--- config.mk ---
export PLATFORM = sky130hd
export DESIGN_NAME = gcode_extrusion_path_extractor_flat
export DESIGN_NICKNAME = d
export VERILOG_FILES = /design/src/gcpe_pkg.sv /design/src/gcpe_if.sv /design/src/gcode_extrusion_path_extractor.sv /design/src/gcpe_step.sv /design/src/flat_wrapper.sv
export SDC_FILE = /design/constraint.sdc
export NUM_CORES = 2
export LEC_CHECK = 0
export BUFFER_PORTS_ARGS = -buffer_cell sky130_fd_sc_hd__buf_2
export CAP_MARGIN = 20
export CORE_MARGIN = 2
export CORE_UTILIZATION = 45
export CTS_CLUSTER_SIZE = 28
export DETAILED_ROUTE_END_ITERATION = 16
export GPL_TIMING_DRIVEN = 1
export PLACE_DENSITY = 0.65
export SLEW_MARGIN = 20
export SYNTH_ARGS = -nofsm -noshare
export SYNTH_HDL_FRONTEND = slang
export SYNTH_SLANG_ARGS = --single-unit
--- constraint.sdc ---
create_clock -name clk -period 6.65 [get_ports clk]
set_input_delay 0.3325 -clock clk [delete_from_list [all_inputs] [get_ports clk]]
set_output_delay 0.3325 -clock clk [all_outputs]
set_load 0.01 [all_outputs]
--- src/gcpe_pkg.sv ---
// ----------------------------------------------------------------------------
// gcpe_pkg
// Types and codes of the G-code extrusion path extractor.
// ----------------------------------------------------------------------------
package gcpe_pkg;

  // G and M numbers that the interpreter acts on.
  localparam logic [7:0] G_RAPID   = 8'd0;
  localparam logic [7:0] G_LINEAR  = 8'd1;
  localparam logic [7:0] G_ABS_POS = 8'd90;
  localparam logic [7:0] G_REL_POS = 8'd91;
  localparam logic [7:0] G_SET_POS = 8'd92;
  localparam logic [7:0] M_ABS_EXT = 8'd82;
  localparam logic [7:0] M_REL_EXT = 8'd83;

  // Motion mode codes.
  localparam logic [1:0] MODE_NONE = 2'd0;
  localparam logic [1:0] MODE_G0   = 2'd1;
  localparam logic [1:0] MODE_G1   = 2'd2;

  localparam logic signed [47:0] COORD_MAX = 48'sh7FFF_FFFF_FFFF;
  localparam logic signed [47:0] COORD_MIN = 48'sh8000_0000_0000;
  localparam logic [31:0]        SEG_MAX   = 32'hFFFF_FFFF;

  typedef struct packed {
    logic              has_g;
    logic [7:0]        g_number;
    logic              has_m;
    logic [7:0]        m_number;
    logic              has_x;
    logic signed [47:0] x_word;
    logic              has_y;
    logic signed [47:0] y_word;
    logic              has_z;
    logic signed [47:0] z_word;
    logic              has_e;
    logic signed [47:0] e_word;
  } line_t;

  typedef struct packed {
    logic signed [47:0] pos_x;
    logic signed [47:0] pos_y;
    logic signed [47:0] pos_z;
    logic signed [47:0] ext_pos;
    logic               abs_moves;
    logic               abs_ext;
    logic [1:0]         mode;
    logic [31:0]        next_seg;
    logic               seg_open;
  } state_t;

  typedef struct packed {
    logic signed [47:0] point_x;
    logic signed [47:0] point_y;
    logic signed [47:0] point_z;
    logic [31:0]        segment_number;
    logic               last_point;
  } point_t;

  typedef struct packed {
    logic [1:0] count;
    point_t     pt0;
    point_t     pt1;
  } step_res_t;

endpackage

--- src/gcpe_if.sv ---
// ----------------------------------------------------------------------------
// gcpe_if
// Valid/ready channels of the extrusion path extractor: parsed lines, path
// points and the configuration write.
// ----------------------------------------------------------------------------
interface gcpe_line_if;
  logic               valid;
  logic               ready;
  logic               has_g;
  logic [7:0]         g_number;
  logic               has_m;
  logic [7:0]         m_number;
  logic               has_x;
  logic signed [47:0] x_word;
  logic               has_y;
  logic signed [47:0] y_word;
  logic               has_z;
  logic signed [47:0] z_word;
  logic               has_e;
  logic signed [47:0] e_word;

  modport source (
    output valid, has_g, g_number, has_m, m_number, has_x, x_word,
           has_y, y_word, has_z, z_word, has_e, e_word,
    input  ready
  );
  modport sink (
    input  valid, has_g, g_number, has_m, m_number, has_x, x_word,
           has_y, y_word, has_z, z_word, has_e, e_word,
    output ready
  );
endinterface

interface gcpe_point_if;
  logic               valid;
  logic               ready;
  logic signed [47:0] point_x;
  logic signed [47:0] point_y;
  logic signed [47:0] point_z;
  logic [31:0]        segment_number;
  logic               last_point;

  modport source (
    output valid, point_x, point_y, point_z, segment_number, last_point,
    input  ready
  );
  modport sink (
    input  valid, point_x, point_y, point_z, segment_number, last_point,
    output ready
  );
endinterface

interface gcpe_cfg_if;
  logic        valid;
  logic        ready;
  logic [15:0] min_extrusion_step;

  modport source (output valid, min_extrusion_step, input ready);
  modport sink   (input valid, min_extrusion_step, output ready);
endinterface

--- src/gcode_extrusion_path_extractor.sv ---
// ----------------------------------------------------------------------------
// gcode_extrusion_path_extractor
// Modal G-code interpreter that turns parsed lines into extrusion path points.
// ----------------------------------------------------------------------------
//   Channel  Dir  Beat
//   in_ch    in   one parsed G-code line
//   out_ch   out  one path point with its segment number
//   cfg_ch   in   new min_extrusion_step value
//
// A line is held in the input register and is resolved into up to two
// points in one pass, which are loaded into the two-entry output buffer.
// The output channel moves one point per cycle while out_ready is high; a line
// that opens a segment loads two points, any other printing line one, others none.
// A line's first point passes the input register and then the output buffer.
// rst_n is synchronous and restores the power-up modal state and threshold.
// With out_ready low the head point holds and one further line can be taken.
module gcode_extrusion_path_extractor (
  input  logic         clk,
  input  logic         rst_n,
  gcpe_line_if.sink    in_ch,
  gcpe_point_if.source out_ch,
  gcpe_cfg_if.sink     cfg_ch
);
  import gcpe_pkg::*;

  logic [15:0] min_step_r;
  line_t       line_r, line_nxt;
  logic        line_v_r;
  state_t      st_r, st_nxt;
  step_res_t   res_nxt;
  point_t      slot_a_r, slot_b_r;
  logic [1:0]  cnt_r;
  logic        in_acc, pop, advance;

  assign pop     = (cnt_r != 2'd0) && out_ch.ready;
  assign advance = line_v_r && ((cnt_r == 2'd0) || ((cnt_r == 2'd1) && pop));
  assign in_ch.ready = !line_v_r || advance;
  assign in_acc  = in_ch.valid && in_ch.ready;
  assign cfg_ch.ready = 1'b1;

  always_comb begin
    line_nxt.has_g    = in_ch.has_g;
    line_nxt.g_number = in_ch.g_number;
    line_nxt.has_m    = in_ch.has_m;
    line_nxt.m_number = in_ch.m_number;
    line_nxt.has_x    = in_ch.has_x;
    line_nxt.x_word   = in_ch.x_word;
    line_nxt.has_y    = in_ch.has_y;
    line_nxt.y_word   = in_ch.y_word;
    line_nxt.has_z    = in_ch.has_z;
    line_nxt.z_word   = in_ch.z_word;
    line_nxt.has_e    = in_ch.has_e;
    line_nxt.e_word   = in_ch.e_word;
  end

  gcpe_step u_step (
    .line_i     (line_r),
    .st_i       (st_r),
    .min_step_i (min_step_r),
    .st_o       (st_nxt),
    .res_o      (res_nxt)
  );

  always_ff @(posedge clk) begin
    if (!rst_n) begin
      min_step_r     <= 16'd0;
      line_v_r       <= 1'b0;
      cnt_r          <= 2'd0;
      st_r.pos_x     <= '0;
      st_r.pos_y     <= '0;
      st_r.pos_z     <= '0;
      st_r.ext_pos   <= '0;
      st_r.abs_moves <= 1'b1;
      st_r.abs_ext   <= 1'b1;
      st_r.mode      <= MODE_NONE;
      st_r.next_seg  <= 32'd0;
      st_r.seg_open  <= 1'b0;
    end else begin
      if (cfg_ch.valid) begin
        min_step_r <= cfg_ch.min_extrusion_step;
      end
      if (in_acc) begin
        line_v_r <= 1'b1;
      end else if (advance) begin
        line_v_r <= 1'b0;
      end
      if (advance) begin
        st_r  <= st_nxt;
        cnt_r <= res_nxt.count;
      end else if (pop) begin
        cnt_r <= cnt_r - 2'd1;
      end
    end
  end

  always_ff @(posedge clk) begin
    if (in_acc) begin
      line_r <= line_nxt;
    end
    if (advance) begin
      slot_a_r <= res_nxt.pt0;
      slot_b_r <= res_nxt.pt1;
    end else if (pop) begin
      slot_a_r <= slot_b_r;
    end
  end

  assign out_ch.valid          = (cnt_r != 2'd0);
  assign out_ch.point_x        = slot_a_r.point_x;
  assign out_ch.point_y        = slot_a_r.point_y;
  assign out_ch.point_z        = slot_a_r.point_z;
  assign out_ch.segment_number = slot_a_r.segment_number;
  assign out_ch.last_point     = slot_a_r.last_point;

endmodule

--- src/gcpe_step.sv ---
// ----------------------------------------------------------------------------
// gcpe_step
// Next modal state and emitted path points for one parsed G-code line.
// ----------------------------------------------------------------------------
module gcpe_step (
  input  gcpe_pkg::line_t     line_i,
  input  gcpe_pkg::state_t    st_i,
  input  logic [15:0]         min_step_i,
  output gcpe_pkg::state_t    st_o,
  output gcpe_pkg::step_res_t res_o
);
  import gcpe_pkg::*;

  function automatic logic signed [47:0] sat_add48(input logic signed [47:0] a,
                                                   input logic signed [47:0] b);
    logic signed [48:0] s;
    s = {a[47], a} + {b[47], b};
    if (s[48] != s[47]) begin
      sat_add48 = s[48] ? COORD_MIN : COORD_MAX;
    end else begin
      sat_add48 = s[47:0];
    end
  endfunction

  logic               is_g90, is_g91, is_g92, g_early, m_early;
  logic               has_pos, move_ok, printing, opening;
  logic [1:0]         mode_sel;
  logic signed [47:0] tx, ty, tz, te;
  logic signed [48:0] delta, step_ext;
  logic [31:0]        seg_inc, seg_num;
  point_t             start_pt, target_pt;

  assign is_g90  = line_i.has_g && (line_i.g_number == G_ABS_POS);
  assign is_g91  = line_i.has_g && (line_i.g_number == G_REL_POS);
  assign is_g92  = line_i.has_g && (line_i.g_number == G_SET_POS);
  assign g_early = is_g90 || is_g91 || is_g92;
  assign m_early = !g_early && line_i.has_m &&
                   ((line_i.m_number == M_ABS_EXT) || (line_i.m_number == M_REL_EXT));

  always_comb begin
    mode_sel = st_i.mode;
    if (line_i.has_g && (line_i.g_number == G_RAPID)) begin
      mode_sel = MODE_G0;
    end else if (line_i.has_g && (line_i.g_number == G_LINEAR)) begin
      mode_sel = MODE_G1;
    end
  end

  assign has_pos = line_i.has_x || line_i.has_y || line_i.has_z;
  assign move_ok = !g_early && !m_early &&
                   ((mode_sel == MODE_G0) || (mode_sel == MODE_G1)) &&
                   (has_pos || line_i.has_e);

  assign tx = !line_i.has_x ? st_i.pos_x :
              st_i.abs_moves ? line_i.x_word : sat_add48(st_i.pos_x, line_i.x_word);
  assign ty = !line_i.has_y ? st_i.pos_y :
              st_i.abs_moves ? line_i.y_word : sat_add48(st_i.pos_y, line_i.y_word);
  assign tz = !line_i.has_z ? st_i.pos_z :
              st_i.abs_moves ? line_i.z_word : sat_add48(st_i.pos_z, line_i.z_word);
  assign te = !line_i.has_e ? st_i.ext_pos :
              st_i.abs_ext ? line_i.e_word : sat_add48(st_i.ext_pos, line_i.e_word);

  // The absolute-mode increase is kept at 49 bits so it cannot wrap.
  always_comb begin
    if (!line_i.has_e) begin
      delta = 49'sd0;
    end else if (st_i.abs_ext) begin
      delta = {line_i.e_word[47], line_i.e_word} - {st_i.ext_pos[47], st_i.ext_pos};
    end else begin
      delta = {line_i.e_word[47], line_i.e_word};
    end
  end

  assign step_ext = $signed({33'd0, min_step_i});
  assign printing = (mode_sel == MODE_G1) && has_pos && (delta > step_ext);
  assign opening  = printing && !st_i.seg_open;
  assign seg_inc  = (opening && (st_i.next_seg != SEG_MAX)) ? st_i.next_seg + 32'd1
                                                            : st_i.next_seg;
  assign seg_num  = seg_inc - 32'd1;

  always_comb begin
    start_pt.point_x        = st_i.pos_x;
    start_pt.point_y        = st_i.pos_y;
    start_pt.point_z        = st_i.pos_z;
    start_pt.segment_number = seg_num;
    start_pt.last_point     = 1'b0;
    target_pt.point_x        = tx;
    target_pt.point_y        = ty;
    target_pt.point_z        = tz;
    target_pt.segment_number = seg_num;
    target_pt.last_point     = 1'b1;
  end

  always_comb begin
    st_o      = st_i;
    st_o.mode = g_early ? st_i.mode : mode_sel;
    if (is_g90) begin
      st_o.abs_moves = 1'b1;
    end
    if (is_g91) begin
      st_o.abs_moves = 1'b0;
    end
    if (is_g92) begin
      if (line_i.has_x) st_o.pos_x = line_i.x_word;
      if (line_i.has_y) st_o.pos_y = line_i.y_word;
      if (line_i.has_z) st_o.pos_z = line_i.z_word;
      if (line_i.has_e) st_o.ext_pos = line_i.e_word;
      st_o.seg_open = 1'b0;
    end
    if (m_early) begin
      st_o.abs_ext = (line_i.m_number == M_ABS_EXT);
    end
    if (move_ok) begin
      st_o.pos_x    = tx;
      st_o.pos_y    = ty;
      st_o.pos_z    = tz;
      st_o.ext_pos  = te;
      st_o.next_seg = seg_inc;
      if (printing) begin
        st_o.seg_open = 1'b1;
      end else if ((mode_sel == MODE_G0) || has_pos || (delta <= 49'sd0)) begin
        // A G1 line that only pushes filament keeps the segment open.
        st_o.seg_open = 1'b0;
      end
    end
  end

  always_comb begin
    if (!move_ok || !printing) begin
      res_o.count = 2'd0;
    end else if (opening) begin
      res_o.count = 2'd2;
    end else begin
      res_o.count = 2'd1;
    end
    res_o.pt0 = opening ? start_pt : target_pt;
    res_o.pt1 = target_pt;
  end

endmodule

--- src/flat_wrapper.sv ---
// flat-port wrapper written by rule: the top's interface ports become plain ports
module gcode_extrusion_path_extractor_flat import gcpe_pkg::*;
  (clk, rst_n, in_ch_valid, in_ch_has_g, in_ch_g_number, in_ch_has_m, in_ch_m_number, in_ch_has_x, in_ch_x_word, in_ch_has_y, in_ch_y_word, in_ch_has_z, in_ch_z_word, in_ch_has_e, in_ch_e_word, in_ch_ready, out_ch_valid, out_ch_point_x, out_ch_point_y, out_ch_point_z, out_ch_segment_number, out_ch_last_point, out_ch_ready, cfg_ch_valid, cfg_ch_min_extrusion_step, cfg_ch_ready);
  gcpe_line_if in_ch_i ();
  gcpe_point_if out_ch_i ();
  gcpe_cfg_if cfg_ch_i ();
  input  logic clk;
  input  logic rst_n;
  input wire logic [$bits(in_ch_i.valid)-1:0] in_ch_valid;
  input wire logic [$bits(in_ch_i.has_g)-1:0] in_ch_has_g;
  input wire logic [$bits(in_ch_i.g_number)-1:0] in_ch_g_number;
  input wire logic [$bits(in_ch_i.has_m)-1:0] in_ch_has_m;
  input wire logic [$bits(in_ch_i.m_number)-1:0] in_ch_m_number;
  input wire logic [$bits(in_ch_i.has_x)-1:0] in_ch_has_x;
  input wire logic [$bits(in_ch_i.x_word)-1:0] in_ch_x_word;
  input wire logic [$bits(in_ch_i.has_y)-1:0] in_ch_has_y;
  input wire logic [$bits(in_ch_i.y_word)-1:0] in_ch_y_word;
  input wire logic [$bits(in_ch_i.has_z)-1:0] in_ch_has_z;
  input wire logic [$bits(in_ch_i.z_word)-1:0] in_ch_z_word;
  input wire logic [$bits(in_ch_i.has_e)-1:0] in_ch_has_e;
  input wire logic [$bits(in_ch_i.e_word)-1:0] in_ch_e_word;
  output wire logic [$bits(in_ch_i.ready)-1:0] in_ch_ready;
  output wire logic [$bits(out_ch_i.valid)-1:0] out_ch_valid;
  output wire logic [$bits(out_ch_i.point_x)-1:0] out_ch_point_x;
  output wire logic [$bits(out_ch_i.point_y)-1:0] out_ch_point_y;
  output wire logic [$bits(out_ch_i.point_z)-1:0] out_ch_point_z;
  output wire logic [$bits(out_ch_i.segment_number)-1:0] out_ch_segment_number;
  output wire logic [$bits(out_ch_i.last_point)-1:0] out_ch_last_point;
  input wire logic [$bits(out_ch_i.ready)-1:0] out_ch_ready;
  input wire logic [$bits(cfg_ch_i.valid)-1:0] cfg_ch_valid;
  input wire logic [$bits(cfg_ch_i.min_extrusion_step)-1:0] cfg_ch_min_extrusion_step;
  output wire logic [$bits(cfg_ch_i.ready)-1:0] cfg_ch_ready;
  assign in_ch_i.valid = in_ch_valid;
  assign in_ch_i.has_g = in_ch_has_g;
  assign in_ch_i.g_number = in_ch_g_number;
  assign in_ch_i.has_m = in_ch_has_m;
  assign in_ch_i.m_number = in_ch_m_number;
  assign in_ch_i.has_x = in_ch_has_x;
  assign in_ch_i.x_word = in_ch_x_word;
  assign in_ch_i.has_y = in_ch_has_y;
  assign in_ch_i.y_word = in_ch_y_word;
  assign in_ch_i.has_z = in_ch_has_z;
  assign in_ch_i.z_word = in_ch_z_word;
  assign in_ch_i.has_e = in_ch_has_e;
  assign in_ch_i.e_word = in_ch_e_word;
  assign in_ch_ready = in_ch_i.ready;
  assign out_ch_valid = out_ch_i.valid;
  assign out_ch_point_x = out_ch_i.point_x;
  assign out_ch_point_y = out_ch_i.point_y;
  assign out_ch_point_z = out_ch_i.point_z;
  assign out_ch_segment_number = out_ch_i.segment_number;
  assign out_ch_last_point = out_ch_i.last_point;
  assign out_ch_i.ready = out_ch_ready;
  assign cfg_ch_i.valid = cfg_ch_valid;
  assign cfg_ch_i.min_extrusion_step = cfg_ch_min_extrusion_step;
  assign cfg_ch_ready = cfg_ch_i.ready;
  gcode_extrusion_path_extractor u_core (.clk(clk), .rst_n(rst_n), .in_ch(in_ch_i), .out_ch(out_ch_i), .cfg_ch(cfg_ch_i));
endmodule
==> impl_metrics.tcl <==
set metrics [dict create \
    status "finished, final reports clean" \
    grt_pass1_vias 43538 \
    drt_first_pass_iters 8 \
    dieArea_um2 114000 \
    slowest_delay_ns 0.43 \
    place_inst 7181 \
    seq_area_frac_synth_pct 43.8 \
    period_minus_slack_ns 6.41 \
    max_freq_ghz 0.156 \
    crit_buf_inv 5 \
    worst_pin_slew_ns 1.14 \
    die_h_um 338 \
    min_path_type "in2reg" \
    wl_per_cell_um 22.3 \
    cts.root.buffer_cell "clkbuf_16" \
    p_leak_nw 24.3 \
    drt_iter0_drc 4394 \
    setup_viol_count_final 0 \
    ios 415 \
    final_cells 7591 \
    crit_type "reg2reg" \
    cts_max_path_buffers 3 \
    vias_per_cell 5.95 \
    final_nets 6531 \
    slew_headroom_pct 23.9 \
    grt_max_degree 149 \
    cp.required_ns 7.06 \
    synth_top_area_cell "edfxtp_1" \
    syn-cell-area_um2 50200 \
    cts_max_level 3 \
    fin_crit_sh_pct 96.4 \
    yosys_register_bits 815 \
    antenna_found_initial 9 \
    hpwl_um 114000 \
    endpoint_kind "register" \
    worstPathArrival_ns 6.82 \
    synth_enable_flop_cells 567 \
    netlist_instances 5440 \
    fp-row-count 122 \
    crit_slowest_cell "edfxtp_1" \
    fp.coreArea_um2 111000 \
    synthTopCellsByArea "edfxtp_1, dfxtp_1, ha_1, a21oi_1, o21ai_0" \
    drc 0 \
    fillers 9908 \
    drv_cap 0 \
    ys_types 105 \
    syn2layout_area_growth_pct 19.9 \
    die_x_um 338 \
    crit_family "compound AO/OA/AOI/OAI gates" \
    ys.flop_type "edfxtp_1" \
    drive_gt1_share_pct 14.7 \
    cts_inserted_buffers 91 \
    yosysTopAreaCellShare_pct 33.9 \
    grt_overflow_total 0 \
    power.density_nw_per_um2 232 \
    fin_util_pct 54.4 \
    setup_slack_ns 0.239 \
    ant_nets 0 \
    place.gp.congestion 0.944 \
    grt_pass1_wl_um 256000 \
    ys_warn_count 0 \
    drt_wl_total_um 170000 \
    synth.most_common_cell "edfxtp_1" \
    peakVddDrop_v 0.000200 \
    start_kind "register" \
    cpMostUsedCell "buf_4" \
    drv_slew 0 \
    vias 45153 \
    cts_tree "built" \
    syn_nets 5948 \
    hold_viol_final 0 \
    groute.usage.overall_pct 28.8 \
    rsz0062_at_grt "yes" \
    async_reset_ff_share_pct 0 \
    insertion_delay_ns 0.69 \
    cts.clk_slew.worst_paths_ns 0.06 \
    place_ws_ns 0.0377 \
    skew_ns 0.0371 \
    avgSynthCellArea_um2 9.23 \
    path_max_fanout 18 \
    cts.sinks 815 \
    port_buffers 413 \
    synth_common_cells "edfxtp_1, a21oi_1, nor2_1, o21ai_0, nand2_1" \
    initial_utilization_pct 45.4 \
]
-- cell usage in the layout (no fill, tap or decap), types with 119 or more instances in the layout --
master,Yosys,routed
a21o_1,119,119
a21oi_1,471,464
buf_2,19,412
buf_4,3,164
dfxtp_1,248,246
dlygate4sd3_1,0,231
edfxtp_1,567,567
ha_1,268,261
inv_1,244,241
mux2i_1,134,133
nand2_1,441,436
nand3_1,191,190
nor2_1,471,465
o21ai_0,459,455
xnor2_1,177,177
-- area by class of cell --
cell class	count	area (µm²)	area share, %
Clock inverter	56	731	1.21
Timing Repair Buffer	819	5850	9.71
Sequential cell	815	22000	36.5
Antenna cell	1	2.50	0.00416
Inverter	250	951	1.58
Clock buffer	116	2500	4.16
Tap cell	1488	1860	3.09
Multi-Input combinational cell	4046	26300	43.7
-- per-stage QoR --
| step | hold slack, ns | setup TNS (ns) | area, µm² | total power, mW |
|---|---|---|---|---|
| global placement | 0.463 | 0 | 54400 | 8.36 |
| finish | 0.103 | 0 | 60200 | 14.0 |
| detailed placement | 0.472 | 0 | 54400 | 8.38 |
| global route | 0.0885 | -0.315 | 60200 | 14.5 |
| floorplan | 0.431 | 0 | 50200 | 7.53 |
| CTS | 0.0509 | 0 | 60000 | 14.0 |
-- path summary, 6_finish.rpt --
path	from	endpoint	slack (ns)	cells after the start
worst min register to register	u_core.line_r[196]	u_core.st_r[35]	0.48	1
worst max-delay path	u_core.line_r[102]	u_core.out_ch.point_y[42]	0.24	26
worst max register to register	u_core.line_r[102]	u_core.out_ch.point_y[42]	0.24	26
worst min-delay path	out_ch_ready	u_core.line_v_r	0.10	4
-- flip-flops by register name, summed over array words and instances, names as in the netlist, 2 cells and up --
signal and flops:
u_core.out_ch.segment_number 32, u_core.st_r 229, u_core.out_ch.point_x 48, u_core.cnt_r 2
u_core.slot_b_r 176, u_core.line_r 214, u_core.out_ch.point_y 48, u_core.min_step_r 16
u_core.out_ch.point_z 48
-- routing by layer --
layer | part of all wire, % | vias to the layer above | GRT usage (%)
li1 | - | 21265 | -
met1 | 43 | 21803 | 39.2
met2 | 46 | 1784 | 47.1
met3 | 7.0 | 287 | 4.17
met4 | 3.1 | 14 | 9.30
met5 | 0.054 | - | 0
-- logic make-up after synthesis --
| group | count (synthesis) | synth area share, % |
|---|---|---|
| and+or+nand+nor | 1647 | 15.5 |
| AOI/OAI and AO/OA | 1696 | 21.4 |
| muxes | 163 | 3.32 |
| other | 1 | 0.00747 |
| buffers and inverters | 579 | 4.41 |
| adders and majority gates | 275 | 6.92 |
| DFF | 815 | 43.8 |
| xor gates and xnor gates | 264 | 4.64 |
-- worst reg2reg max path, cell delays in order (launching register included) --
cell,delay (ns)
edfxtp_1,0.43
ha_1,0.34
o21ai_0,0.17
a21boi_0,0.18
and3_1,0.22
a2111oi_1,0.42
buf_4,0.21
o21a_1,0.16
o311a_1,0.23
nor3_1,0.08
nor2_1,0.13
o2111ai_1,0.23
a41oi_2,0.31
o21ai_0,0.18
a221o_1,0.35
a21oi_1,0.25
o21bai_1,0.10
a21oi_1,0.18
xnor2_1,0.11
ha_1,0.30
buf_4,0.28
inv_1,0.23
buf_4,0.25
o211a_1,0.13
a2bb2oi_1,0.26
o21ai_0,0.20
buf_4,0.21
-- power by group --
group	switching [mW]	leakage [nW]	internal, mW	total [mW]
registers	0.202	7.40	5.75	5.96
logic	1.55	15.3	0.971	2.52
clock network	2.24	1.57	3.27	5.51
total	3.99	24.3	9.99	14.0
-- what timing repair did --
item,4_1_cts,5_1_grt
pin swaps,0,10
hold buffers,231,0
setup buffers,0,6
setup endpoints to repair,1,284
hold endpoints to repair,231,0
resized for setup,1,48
Note: power is estimated with default switching activity, not from simulation.
